## config.mk

```make
export PLATFORM = sky130hd
export DESIGN_NAME = button_click_classifier
export DESIGN_NICKNAME = d
export VERILOG_FILES = /design/src/rtl/bcc_pkg.sv /design/src/rtl/bcc_ram.sv /design/src/rtl/bcc_cfg_regs.sv /design/src/rtl/bcc_key_update.sv /design/src/rtl/button_click_classifier.sv
export SDC_FILE = /design/constraint.sdc
export NUM_CORES = 1
export LEC_CHECK = 0
export BUFFER_PORTS_ARGS = -buffer_cell sky130_fd_sc_hd__buf_2
export CAP_MARGIN = 20
export CORE_UTILIZATION = 25
export DETAILED_ROUTE_END_ITERATION = 8
export GPL_TIMING_DRIVEN = 0
export PLACE_DENSITY = 0.52
export SLEW_MARGIN = 20
export SYNTH_ARGS = -nofsm -noshare
export SYNTH_HDL_FRONTEND = slang
export SYNTH_SLANG_ARGS = --single-unit
```

## constraint.sdc

```tcl
create_clock -name clk -period 6.08 [get_ports clk]
set_input_delay 0.304 -clock clk [delete_from_list [all_inputs] [get_ports clk]]
set_output_delay 0.304 -clock clk [all_outputs]
set_load 0.005 [all_outputs]
```

## src/rtl/bcc_pkg.sv

```systemverilog
// ----------------------------------------------------------------------------
// bcc_pkg: shared types and constants of the button click classifier
// Holds the per-key state record, the configuration record, the step and mode
// codes, and the register map of the configuration port.
// ----------------------------------------------------------------------------
package bcc_pkg;

  localparam int NUM_KEYS   = 3;
  localparam int TIMER_BITS = 16;
  localparam int KEY_W      = (NUM_KEYS > 1) ? $clog2(NUM_KEYS) : 1;

  // Key bits carried by the input fields and reported by the output fields.
  localparam int IN_KEYS  = 3;
  localparam int OUT_KEYS = 3;

  localparam int CFG_W    = 12;
  localparam int PADDR_W  = 5;
  localparam int PDATA_W  = 32;
  localparam int REG_IDX_W = 3;

  localparam logic [REG_IDX_W-1:0] REG_DEBOUNCE = 3'd0;
  localparam logic [REG_IDX_W-1:0] REG_SHORT    = 3'd1;
  localparam logic [REG_IDX_W-1:0] REG_LONG     = 3'd2;
  localparam logic [REG_IDX_W-1:0] REG_DOUBLE   = 3'd3;
  localparam logic [REG_IDX_W-1:0] REG_SINGLE   = 3'd4;

  localparam logic [CFG_W-1:0] DEBOUNCE_RST = 12'd5;
  localparam logic [CFG_W-1:0] SHORT_RST    = 12'd200;
  localparam logic [CFG_W-1:0] LONG_RST     = 12'd500;
  localparam logic [CFG_W-1:0] DOUBLE_RST   = 12'd300;
  localparam logic [CFG_W-1:0] SINGLE_RST   = 12'd150;

  localparam logic [1:0] MODE_NONE   = 2'd0;
  localparam logic [1:0] MODE_SINGLE = 2'd1;
  localparam logic [1:0] MODE_LONG   = 2'd2;
  localparam logic [1:0] MODE_DOUBLE = 2'd3;

  typedef enum logic [2:0] {
    STEP_IDLE     = 3'd0,
    STEP_DEBOUNCE = 3'd1,
    STEP_HELD     = 3'd2,
    STEP_WAIT2    = 3'd3,
    STEP_RELEASE  = 3'd4
  } step_t;

  typedef struct packed {
    step_t                 step;
    logic [TIMER_BITS-1:0] timer;
    logic                  timing;
    logic [1:0]            mode_lat;
    logic [1:0]            mode_cur;
    logic                  single_l;
    logic                  double_l;
    logic                  long_l;
  } key_state_t;

  localparam int STATE_W = $bits(key_state_t);

  typedef struct packed {
    logic [CFG_W-1:0] debounce_ticks;
    logic [CFG_W-1:0] short_ticks;
    logic [CFG_W-1:0] long_ticks;
    logic [CFG_W-1:0] double_ticks;
    logic [CFG_W-1:0] single_ticks;
  } cfg_t;

endpackage

```

## src/rtl/bcc_ram.sv

```systemverilog
// ----------------------------------------------------------------------------
// bcc_ram: generic single-write, single-read synchronous RAM
// One write port and one read port; read data is registered.
// A read of the address being written returns the old contents.
// ----------------------------------------------------------------------------
module bcc_ram #(
  parameter int WIDTH = 8,
  parameter int DEPTH = 4
) (
  input  logic                                   clk,
  input  logic                                   we,
  input  logic [((DEPTH > 1) ? $clog2(DEPTH) : 1)-1:0] waddr,
  input  logic [WIDTH-1:0]                       wdata,
  input  logic                                   re,
  input  logic [((DEPTH > 1) ? $clog2(DEPTH) : 1)-1:0] raddr,
  output logic [WIDTH-1:0]                       rdata
);

  logic [WIDTH-1:0] mem [DEPTH];

  always_ff @(posedge clk) begin
    if (we) begin
      mem[waddr] <= wdata;
    end
    if (re) begin
      rdata <= mem[raddr];
    end
  end

endmodule

```

## src/rtl/bcc_cfg_regs.sv

```systemverilog
// ----------------------------------------------------------------------------
// bcc_cfg_regs: configuration registers behind the APB-style port
// Five 12-bit timing thresholds, one per word; writes beyond the map are
// ignored and read back as zero.
// ----------------------------------------------------------------------------
module bcc_cfg_regs (
  input  logic                          clk,
  input  logic                          rst,
  input  logic                          psel,
  input  logic                          penable,
  input  logic                          pwrite,
  input  logic [bcc_pkg::PADDR_W-1:0]   paddr,
  input  logic [bcc_pkg::PDATA_W-1:0]   pwdata,
  output logic [bcc_pkg::PDATA_W-1:0]   prdata,
  output bcc_pkg::cfg_t                 cfg
);

  logic                              wr_en;
  logic [bcc_pkg::REG_IDX_W-1:0]     idx;
  logic [bcc_pkg::CFG_W-1:0]         wval;
  logic [bcc_pkg::CFG_W-1:0]         rval;

  assign wr_en = psel && penable && pwrite;
  assign idx   = paddr[bcc_pkg::PADDR_W-1:2];
  assign wval  = pwdata[bcc_pkg::CFG_W-1:0];

  always_ff @(posedge clk) begin
    if (rst) begin
      cfg.debounce_ticks <= bcc_pkg::DEBOUNCE_RST;
      cfg.short_ticks    <= bcc_pkg::SHORT_RST;
      cfg.long_ticks     <= bcc_pkg::LONG_RST;
      cfg.double_ticks   <= bcc_pkg::DOUBLE_RST;
      cfg.single_ticks   <= bcc_pkg::SINGLE_RST;
    end else if (wr_en) begin
      case (idx)
        bcc_pkg::REG_DEBOUNCE: cfg.debounce_ticks <= wval;
        bcc_pkg::REG_SHORT:    cfg.short_ticks    <= wval;
        bcc_pkg::REG_LONG:     cfg.long_ticks     <= wval;
        bcc_pkg::REG_DOUBLE:   cfg.double_ticks   <= wval;
        bcc_pkg::REG_SINGLE:   cfg.single_ticks   <= wval;
        default: ;
      endcase
    end
  end

  always_comb begin
    case (idx)
      bcc_pkg::REG_DEBOUNCE: rval = cfg.debounce_ticks;
      bcc_pkg::REG_SHORT:    rval = cfg.short_ticks;
      bcc_pkg::REG_LONG:     rval = cfg.long_ticks;
      bcc_pkg::REG_DOUBLE:   rval = cfg.double_ticks;
      bcc_pkg::REG_SINGLE:   rval = cfg.single_ticks;
      default:               rval = '0;
    endcase
  end

  assign prdata = bcc_pkg::PDATA_W'(rval);

endmodule

```

## src/rtl/bcc_key_update.sv

```systemverilog
// ----------------------------------------------------------------------------
// bcc_key_update: one tick of one key's click classifier
// Takes the key's stored record and this tick's level and clear bit, and
// returns the record to write back.
// ----------------------------------------------------------------------------
module bcc_key_update (
  input  bcc_pkg::key_state_t cur,
  input  logic                rel,
  input  logic                clr,
  input  bcc_pkg::cfg_t       cfg,
  output bcc_pkg::key_state_t nxt
);

  localparam logic [bcc_pkg::TIMER_BITS-1:0] TMAX = '1;

  logic [bcc_pkg::TIMER_BITS-1:0] t;
  logic [bcc_pkg::TIMER_BITS-1:0] deb_t;
  logic [bcc_pkg::TIMER_BITS-1:0] short_t;
  logic [bcc_pkg::TIMER_BITS-1:0] long_t;
  logic [bcc_pkg::TIMER_BITS-1:0] double_t;
  logic [bcc_pkg::TIMER_BITS-1:0] single_t;

  assign deb_t    = bcc_pkg::TIMER_BITS'(cfg.debounce_ticks);
  assign short_t  = bcc_pkg::TIMER_BITS'(cfg.short_ticks);
  assign long_t   = bcc_pkg::TIMER_BITS'(cfg.long_ticks);
  assign double_t = bcc_pkg::TIMER_BITS'(cfg.double_ticks);
  assign single_t = bcc_pkg::TIMER_BITS'(cfg.single_ticks);

  // The timer saturates while timing and reads zero otherwise.
  assign t = !cur.timing ? '0 :
             (cur.timer != TMAX) ? cur.timer + bcc_pkg::TIMER_BITS'(1) : cur.timer;

  always_comb begin
    nxt       = cur;
    nxt.timer = t;
    if (clr) begin
      nxt.single_l = 1'b0;
      nxt.double_l = 1'b0;
      nxt.long_l   = 1'b0;
    end

    // Long press is declared once the running timer reaches the long threshold.
    if (cur.timing && (t >= long_t) && !nxt.long_l) begin
      nxt.long_l   = 1'b1;
      nxt.mode_lat = bcc_pkg::MODE_LONG;
      nxt.mode_cur = bcc_pkg::MODE_LONG;
      nxt.step     = bcc_pkg::STEP_IDLE;
      nxt.timing   = 1'b0;
    end

    case (nxt.step)
      bcc_pkg::STEP_IDLE: begin
        if (!rel) begin
          nxt.step   = bcc_pkg::STEP_DEBOUNCE;
          nxt.timing = 1'b1;
        end else begin
          nxt.mode_cur = bcc_pkg::MODE_NONE;
        end
      end
      bcc_pkg::STEP_DEBOUNCE: begin
        if ((t > deb_t) && !rel) begin
          nxt.step = bcc_pkg::STEP_HELD;
        end
      end
      bcc_pkg::STEP_HELD: begin
        if (rel) begin
          if (t < short_t) begin
            nxt.step = bcc_pkg::STEP_WAIT2;
          end
          if (t > long_t) begin
            nxt.step     = bcc_pkg::STEP_IDLE;
            nxt.timing   = 1'b0;
            nxt.long_l   = 1'b1;
            nxt.mode_lat = bcc_pkg::MODE_LONG;
            nxt.mode_cur = bcc_pkg::MODE_LONG;
          end
        end
      end
      bcc_pkg::STEP_WAIT2: begin
        if (!rel && (t < double_t)) begin
          nxt.step     = bcc_pkg::STEP_RELEASE;
          nxt.timing   = 1'b0;
          nxt.double_l = 1'b1;
          nxt.mode_lat = bcc_pkg::MODE_DOUBLE;
          nxt.mode_cur = bcc_pkg::MODE_DOUBLE;
        end else if (rel && (t >= single_t)) begin
          nxt.step     = bcc_pkg::STEP_RELEASE;
          nxt.timing   = 1'b0;
          nxt.single_l = 1'b1;
          nxt.mode_lat = bcc_pkg::MODE_SINGLE;
          nxt.mode_cur = bcc_pkg::MODE_SINGLE;
        end
      end
      bcc_pkg::STEP_RELEASE: begin
        if (rel) begin
          nxt.step = bcc_pkg::STEP_IDLE;
        end
      end
      default: ;
    endcase
  end

endmodule

```

## src/rtl/button_click_classifier.sv

```systemverilog
// ----------------------------------------------------------------------------
// button_click_classifier: single, double and long press detector
// Each input transfer is one millisecond tick carrying the key levels and the
// latch clear mask; each tick yields one output transfer with the latched and
// current modes and the event latches of every key.
// ----------------------------------------------------------------------------
//
//   channel   handshake            payload
//   --------  -------------------  ---------------------------------------------
//   input     in_valid / in_ready  key_levels[2:0], clear_flags[2:0]
//   output    out_valid/out_ready  mode_bits, mode_now_bits, single/double/long
//   config    psel/penable/pready  paddr, pwdata, prdata (five 12-bit words)
//
// The per-key state RAM is read one key per cycle, and each key is written back
// in the next cycle; the next tick starts only after the last key of the
// previous tick has been written back.
// An input transfer is held in a one-entry buffer, so a tick is accepted while
// the previous one is being processed or its result waits at the output.
// Reset is synchronous; the state RAM needs no clearing pass, since a valid
// bit per key makes an unwritten entry read as the reset record.
// A stalled output holds the next tick in the input buffer; no work is lost.
// ----------------------------------------------------------------------------
module button_click_classifier (
  input  logic                        clk,
  input  logic                        rst,
  // Tick input
  input  logic                        in_valid,
  output logic                        in_ready,
  input  logic [2:0]                  key_levels,
  input  logic [2:0]                  clear_flags,
  // Result output
  output logic                        out_valid,
  input  logic                        out_ready,
  output logic [5:0]                  mode_bits,
  output logic [5:0]                  mode_now_bits,
  output logic [2:0]                  single_latches,
  output logic [2:0]                  double_latches,
  output logic [2:0]                  long_latches,
  // Configuration port
  input  logic                        psel,
  input  logic                        penable,
  input  logic                        pwrite,
  input  logic [bcc_pkg::PADDR_W-1:0] paddr,
  input  logic [bcc_pkg::PDATA_W-1:0] pwdata,
  output logic [bcc_pkg::PDATA_W-1:0] prdata,
  output logic                        pready
);

  localparam int KW = bcc_pkg::KEY_W;
  localparam logic [KW-1:0] LAST_KEY = KW'(bcc_pkg::NUM_KEYS - 1);

  bcc_pkg::cfg_t cfg;

  // Input buffer.
  logic       hold_valid;
  logic [2:0] hold_levels;
  logic [2:0] hold_clears;

  // Key sequencer.
  logic          start;
  logic          inflight;
  logic          seq_busy;
  logic [KW-1:0] seq_key;
  logic [2:0]    seq_levels;
  logic [2:0]    seq_clears;

  // Read issue.
  logic          rd_en;
  logic [KW-1:0] rd_key;
  logic [2:0]    rd_levels;
  logic [2:0]    rd_clears;
  logic          rd_rel;
  logic          rd_clr;

  // Modify/write stage.
  logic                      m_valid;
  logic [KW-1:0]             m_key;
  logic                      m_rel;
  logic                      m_clr;
  logic                      m_last;
  logic                      m_vld;
  logic                      fwd_hit;
  bcc_pkg::key_state_t       fwd_data;
  logic [bcc_pkg::STATE_W-1:0] ram_rdata;
  bcc_pkg::key_state_t       cur_state;
  bcc_pkg::key_state_t       new_state;

  logic [bcc_pkg::NUM_KEYS-1:0] entry_valid;

  assign pready = 1'b1;

  bcc_cfg_regs u_cfg (
    .clk     (clk),
    .rst     (rst),
    .psel    (psel),
    .penable (penable),
    .pwrite  (pwrite),
    .paddr   (paddr),
    .pwdata  (pwdata),
    .prdata  (prdata),
    .cfg     (cfg)
  );

  // A tick starts only when nothing is in flight and the output register will
  // be free by the time its last key is written back.
  assign start    = hold_valid && !inflight && (!out_valid || out_ready);
  assign in_ready = !hold_valid || start;

  assign rd_en     = start || seq_busy;
  assign rd_key    = start ? '0 : seq_key;
  assign rd_levels = start ? hold_levels : seq_levels;
  assign rd_clears = start ? hold_clears : seq_clears;

  // Keys without an input bit read as released and are never cleared.
  always_comb begin
    rd_rel = 1'b1;
    rd_clr = 1'b0;
    for (int i = 0; i < bcc_pkg::IN_KEYS; i++) begin
      if ((i < bcc_pkg::NUM_KEYS) && (rd_key == KW'(i))) begin
        rd_rel = rd_levels[i];
        rd_clr = rd_clears[i];
      end
    end
  end

  always_ff @(posedge clk) begin
    if (rst) begin
      hold_valid <= 1'b0;
      inflight   <= 1'b0;
      seq_busy   <= 1'b0;
      seq_key    <= '0;
      m_valid    <= 1'b0;
      fwd_hit    <= 1'b0;
      out_valid  <= 1'b0;
      entry_valid <= '0;
    end else begin
      if (in_valid && in_ready) begin
        hold_valid <= 1'b1;
      end else if (start) begin
        hold_valid <= 1'b0;
      end

      if (start) begin
        inflight <= 1'b1;
        seq_busy <= (bcc_pkg::NUM_KEYS > 1);
        seq_key  <= KW'(1);
      end else begin
        if (m_valid && m_last) begin
          inflight <= 1'b0;
        end
        if (seq_busy) begin
          if (seq_key == LAST_KEY) begin
            seq_busy <= 1'b0;
          end else begin
            seq_key <= seq_key + KW'(1);
          end
        end
      end

      m_valid <= rd_en;
      // The RAM returns old data when read and written at once, so the
      // record being written is forwarded to the next cycle.
      fwd_hit <= rd_en && m_valid && (m_key == rd_key);

      if (m_valid) begin
        entry_valid[m_key] <= 1'b1;
      end

      if (m_valid && m_last) begin
        out_valid <= 1'b1;
      end else if (out_ready) begin
        out_valid <= 1'b0;
      end
    end
  end

  always_ff @(posedge clk) begin
    if (in_valid && in_ready) begin
      hold_levels <= key_levels;
      hold_clears <= clear_flags;
    end
    if (start) begin
      seq_levels <= hold_levels;
      seq_clears <= hold_clears;
    end
    m_key    <= rd_key;
    m_rel    <= rd_rel;
    m_clr    <= rd_clr;
    m_last   <= (rd_key == LAST_KEY);
    m_vld    <= entry_valid[rd_key];
    fwd_data <= new_state;
  end

  bcc_ram #(
    .WIDTH (bcc_pkg::STATE_W),
    .DEPTH (bcc_pkg::NUM_KEYS)
  ) u_state_ram (
    .clk   (clk),
    .we    (m_valid),
    .waddr (m_key),
    .wdata (new_state),
    .re    (rd_en),
    .raddr (rd_key),
    .rdata (ram_rdata)
  );

  always_comb begin
    if (fwd_hit) begin
      cur_state = fwd_data;
    end else if (m_vld) begin
      cur_state = bcc_pkg::key_state_t'(ram_rdata);
    end else begin
      cur_state = '0;
    end
  end

  bcc_key_update u_update (
    .cur (cur_state),
    .rel (m_rel),
    .clr (m_clr),
    .cfg (cfg),
    .nxt (new_state)
  );

  // Result fields are filled key by key as each key is written back; the
  // output register is empty while a tick is in flight.
  always_ff @(posedge clk) begin
    if (rst) begin
      mode_bits      <= '0;
      mode_now_bits  <= '0;
      single_latches <= '0;
      double_latches <= '0;
      long_latches   <= '0;
    end else if (m_valid) begin
      for (int i = 0; i < bcc_pkg::OUT_KEYS; i++) begin
        if ((i < bcc_pkg::NUM_KEYS) && (m_key == KW'(i))) begin
          mode_bits[2*i +: 2]     <= new_state.mode_lat;
          mode_now_bits[2*i +: 2] <= new_state.mode_cur;
          single_latches[i]       <= new_state.single_l;
          double_latches[i]       <= new_state.double_l;
          long_latches[i]         <= new_state.long_l;
        end
      end
    end
  end

`ifndef ASSERT_OFF
  // The last key of a tick is written back only into an empty output register.
  assert property (@(posedge clk) disable iff (rst)
    (m_valid && m_last) |-> !out_valid)
    else $error("result overwrites a pending output transfer");

  // A result appears only right after the last key of a tick was processed.
  assert property (@(posedge clk) disable iff (rst)
    $rose(out_valid) |-> $past(m_valid && m_last))
    else $error("output transfer without a completed tick");

  // Keys of one tick are read in consecutive cycles without a gap.
  assert property (@(posedge clk) disable iff (rst)
    (m_valid && !m_last) |-> rd_en)
    else $error("key sequence of a tick was interrupted");

  // A new tick never starts while another is still being processed.
  assert property (@(posedge clk) disable iff (rst)
    m_valid |-> (inflight && !start))
    else $error("tick started while keys are still in flight");
`endif

endmodule
```

==> impl_summary.txt <==
----------------------------------------------------
[Die]
  Die Height ... 219 µm
  Die X-Extent ... 219 µm
  Initial Util ... 0.253
  Placement Rows ... 79
  Die area ... 0.0479 mm²
  Area of the placeable core ... 0.0465 mm²
  Io pins ... 106

[Worst setup path]
  Worst Path Class, Setup ... flip-flop to flip-flop
  Maximum fanout count along the critical path ... 14
  Data arrival time of the worst path ... 6.09 ns
  Crit path capture ... u_state_ram.mem[0][6]
  Internal reg-to-reg setup slack ... 0.27 ns
  Beginning of the worst register-to-register path ... fwd_hit
  Worst Setup SP ... fwd_hit
  Worst reg2reg path endpoint ... u_state_ram.mem[0][6]
  Req. time, crit path ... 6.36 ns
  Depth of the worst register-to-register path ... 23
  Worst Setup Start Kind ... flip-flop
  Type of destination of the critical path ... flip-flop

[Synth]
  Largest cells by area after synthesis ... edfxtp_1, dfxtp_1, ha_1, nand2_1, a22oi_1
  Number of library cell types mapped by synthesis ... 78
  Post-synthesis cell count ... 1199
  Top cell types by occurrence after synthesis ... nand2_1, dfxtp_1, edfxtp_1
  Top-area cell type share of the netlist area ... 0.291
  Area leader, netlist ... edfxtp_1
  Proportion of synthesized chip area in sequential cells ... 0.514
  Average cell area after synthesis ... 9.82 µm²
  Number of enable-type register cells in the synthesized netlist ... 114
  Post-synthesis simple-gate area fraction ... 0.159
  Share of synthesized cell area in full adder, half adder and majority cells ... 0.0638
  Post-synthesis xor/xnor area fraction ... 0.00893
  Leading cell type by number of instances after synthesis ... nand2_1
  Fraction of registers with async set or reset after synthesis ... 0
  Synth Warn # ... 0
  Flops & latches, synth ... 245
  Most used flip-flop cell after synthesis ... dfxtp_1
  Cell area after synthesis ... 0.0118 mm²
  Synth Area in Compound Gates ... 0.178
  Mux share of post-synthesis cell area ... 0.0156
  Largest family of logic cells by synthesized area ... compound AO/OA/AOI/OAI gates

[Clock tree]
  Cell at the root of the clock tree ... clkbuf_16
  CTS HTree Levels ... 1
  Num Clock Sinks ... 245
  Bufs on Longest Clock Path ... 3
  Skew-Pair Late Insertion Delay ... 0.55 ns
  TritonCTS clock tree ... done
  Number of buffers created by CTS ... 27
  Clock-pin slew on the worst setup and hold paths ... 0.07 ns

[Routing]
  Detail-routed net length per standard cell ... 17.7 µm
  Wirelength, routed ... 34.6 mm
  Remaining design rule violation count ... 0
  Routed vias/inst ... 4.79
  Total vias in the final route ... 9356
  Number of routed nets with antenna violations ... 0
  Number of design-rule violations left by the first detailed-router iteration ... 542
  Number of search-and-repair iterations in the first detailed-routing pass ... 5

[STA]
  Slew at the pin closest to its max-slew limit ... 1.10 ns
  Highest clock rate ... 172 MHz
  Count of endpoints failing setup in the final report ... 0
  Post-layout min period ... 5.81 ns
  Least setup slack across all paths after layout ... 0.270 ns
  Final clock period utilization by the worst path ... 0.956
  Max-slew violation count ... 0
  Hold Vio Cnt, Final ... 0
  Setup TNS after final layout ... 0 ns
  Clock tree skew after final layout ... 0.0124 ns
  Slew HR ... 0.267

[Placement]
  Setup WS pre-CTS ... -2.55 ns
  Sum of net half-perimeters after detailed placement ... 25.2 mm
  Count of buffers from port buffering ... 60
  Global placement routability congestion ... 0.849

[Power and ir drop]
  Static Leakage ... 0.00540 µW
  Peak supply drop ... 0.226 mV
  Pwr/cell area ... 286 mW/mm²

[GRT]
  Via count of the first global-routing pass ... 9353
  Global-route wire length before repair ... 53.3 mm
  Antenna violations before repair ... 0
  Total gr overflow ... 0
  Overall global routing resource usage ... 0.143
  Largest net degree at the start of global routing ... 37

[Final layout]
  Net count, final ... 1434
  Total area of multi-input combinational cells ... 0.00531 mm²
  Number of diodes added for antenna fixing ... 0
  Fillcell total ... 4846
  Proportion of layout cells with a drive suffix above 1 ... 0.146
  Area growth syn-to-layout ... 21.1%
  Sequential cell area ... 0.00605 mm²
  Final core utilization ... 0.307

[Run status]
  Status ... complete, no violations

[Run]
  Max_cap viols ... 0

[Worst hold path]
  Worst min-delay path class ... input port to flip-flop
  Hold Path Cell Cnt ... 3

----------------------------------------------------
per-stage QoR:
step                hold WS [ns]  cells  power (µW)  area (µm²)
floorplan                  0.403   1218        2190       11800
global placement           0.429   1885        2360       12900
detailed placement         0.437   1887        2370       13000
CTS                       0.0211   1945        4100       14100
global route              0.0456   1952        4230       14300
finish                    0.0447   1952        4070       14300
report_power, final:
| group | internal (µW) | switching (µW) |
|---|---|---|
| Sequential | 1830 | 51.3 |
| Clock | 1020 | 687 |
| Combinational | 160 | 318 |
| Total | 3020 | 1060 |
cell type report:
class	instances	area share
Multi-Input combinational cell	814	0.372
Inverter	69	0.0182
Sequential cell	245	0.424
Clock buffer	36	0.0541
Buffer	87	0.0316
Clock inverter	14	0.0116
Tap cell	607	0.0533
Timing Repair Buffer	80	0.0345
cell usage in the layout (no fill, tap or decap), drive strengths merged, types with 4 or more instances in the layout:
| cell type | synthesis | layout |
|---|---|---|
| a2111oi | 4 | 4 |
| a211o | 9 | 9 |
| a211oi | 15 | 15 |
| a21o | 10 | 10 |
| a21oi | 85 | 85 |
| a22oi | 66 | 66 |
| and2 | 6 | 6 |
| and3 | 33 | 33 |
| buf | 33 | 104 |
| clkbuf | 57 | 92 |
| clkinv | 1 | 6 |
| conb | 2 | 21 |
| dfxtp | 131 | 131 |
| dlygate4sd3 | 0 | 7 |
| edfxtp | 114 | 114 |
| ha | 60 | 60 |
| inv | 68 | 71 |
| mux2i | 15 | 15 |
| nand2 | 151 | 151 |
| nand2b | 8 | 8 |
| nand3 | 25 | 25 |
| nand3b | 19 | 19 |
| nand4 | 10 | 10 |
| nand4b | 8 | 8 |
| nor2 | 86 | 86 |
| nor2b | 7 | 7 |
| nor3 | 13 | 13 |
| nor4 | 6 | 6 |
| o211ai | 9 | 9 |
| o21a | 5 | 5 |
| o21ai | 61 | 61 |
| o22ai | 14 | 14 |
| o41ai | 9 | 9 |
| or3 | 4 | 4 |
| xnor2 | 11 | 11 |
worst min path at each step:
stage,startpoint,to,slack (ns)
6_report,pwdata[0],u_cfg.cfg[36],0.04
5_1_grt,pwdata[0],u_cfg.cfg[36],0.05
4_1_cts,pwdata[0],u_cfg.cfg[36],0.02
3_5_place_dp,seq_levels[1],seq_levels[1],0.44
3_3_place_gp,seq_clears[0],seq_clears[0],0.43
2_1_floorplan,clear_flags[0],hold_clears[0],0.40
kinds of logic (layout without fill, tap and decap cells):
family                   Yosys count  count (layout)
buffers and inverters            159             286
XOR/XNOR                          12              12
flip-flops                       245             245
multiplexers                      17              17
adder cells (fa/ha/maj)           60              60
AO/OA/AOI/OAI                    316             316
AND/OR/NAND/NOR                  388             388
other                              2              21
critical path, cell delays in order, from the launching register on:
cell and delay, ns:
dfxtp_4 0.46, buf_4 0.22, buf_4 0.23, clkbuf_4 0.24, o21ai_0 0.14, ha_1 0.24
a21boi_4 0.17, nand4_1 0.13, and2_1 0.23, nand3_1 0.20, nor2_4 0.23, nand3_1 0.16
a221oi_4 0.34, buf_6 0.19, ha_1 0.26, nand4_1 0.14, nor2_1 0.07, a211oi_2 0.37
and4_1 0.34, a211oi_4 0.13, buf_2 0.25, a221oi_1 0.31, a2bb2oi_2 0.32, inv_1 0.13
registers in the layout, indices dropped and copies added, names as in the netlist, 2 cells and up:
| signal | flops |
|---|---|
| mode_now_bits | 6 |
| double_latches | 3 |
| u_state_ram.rdata | 27 |
| seq_levels | 3 |
| seq_clears | 3 |
| m_key | 2 |
| u_cfg.cfg | 60 |
| entry_valid | 3 |
| mode_bits | 6 |
| fwd_data | 27 |
| long_latches | 3 |
| hold_clears | 3 |
| hold_levels | 3 |
| single_latches | 3 |
| seq_key | 2 |
| u_state_ram.mem | 81 |
per-layer routing:
metal,vias to the layer above,track usage,share of wire
li1,4573,-,-
met1,4484,0.184,0.44
met2,236,0.244,0.48
met3,63,0.0172,0.044
met4,0,0.0544,0.033
met5,-,0,0
repair_timing:
| action | 4_1_cts | 5_1_grt |
|---|---|---|
| hold buffers | 7 | 0 |
| pin swaps | 3 | 4 |
| endpoints found under the hold margin | 7 | 0 |
| endpoints found under the setup margin | 65 | 60 |
| buffers inserted | 4 | 7 |
| resized for setup | 34 | 14 |
No activity file was read; power rests on OpenSTA's default activity.
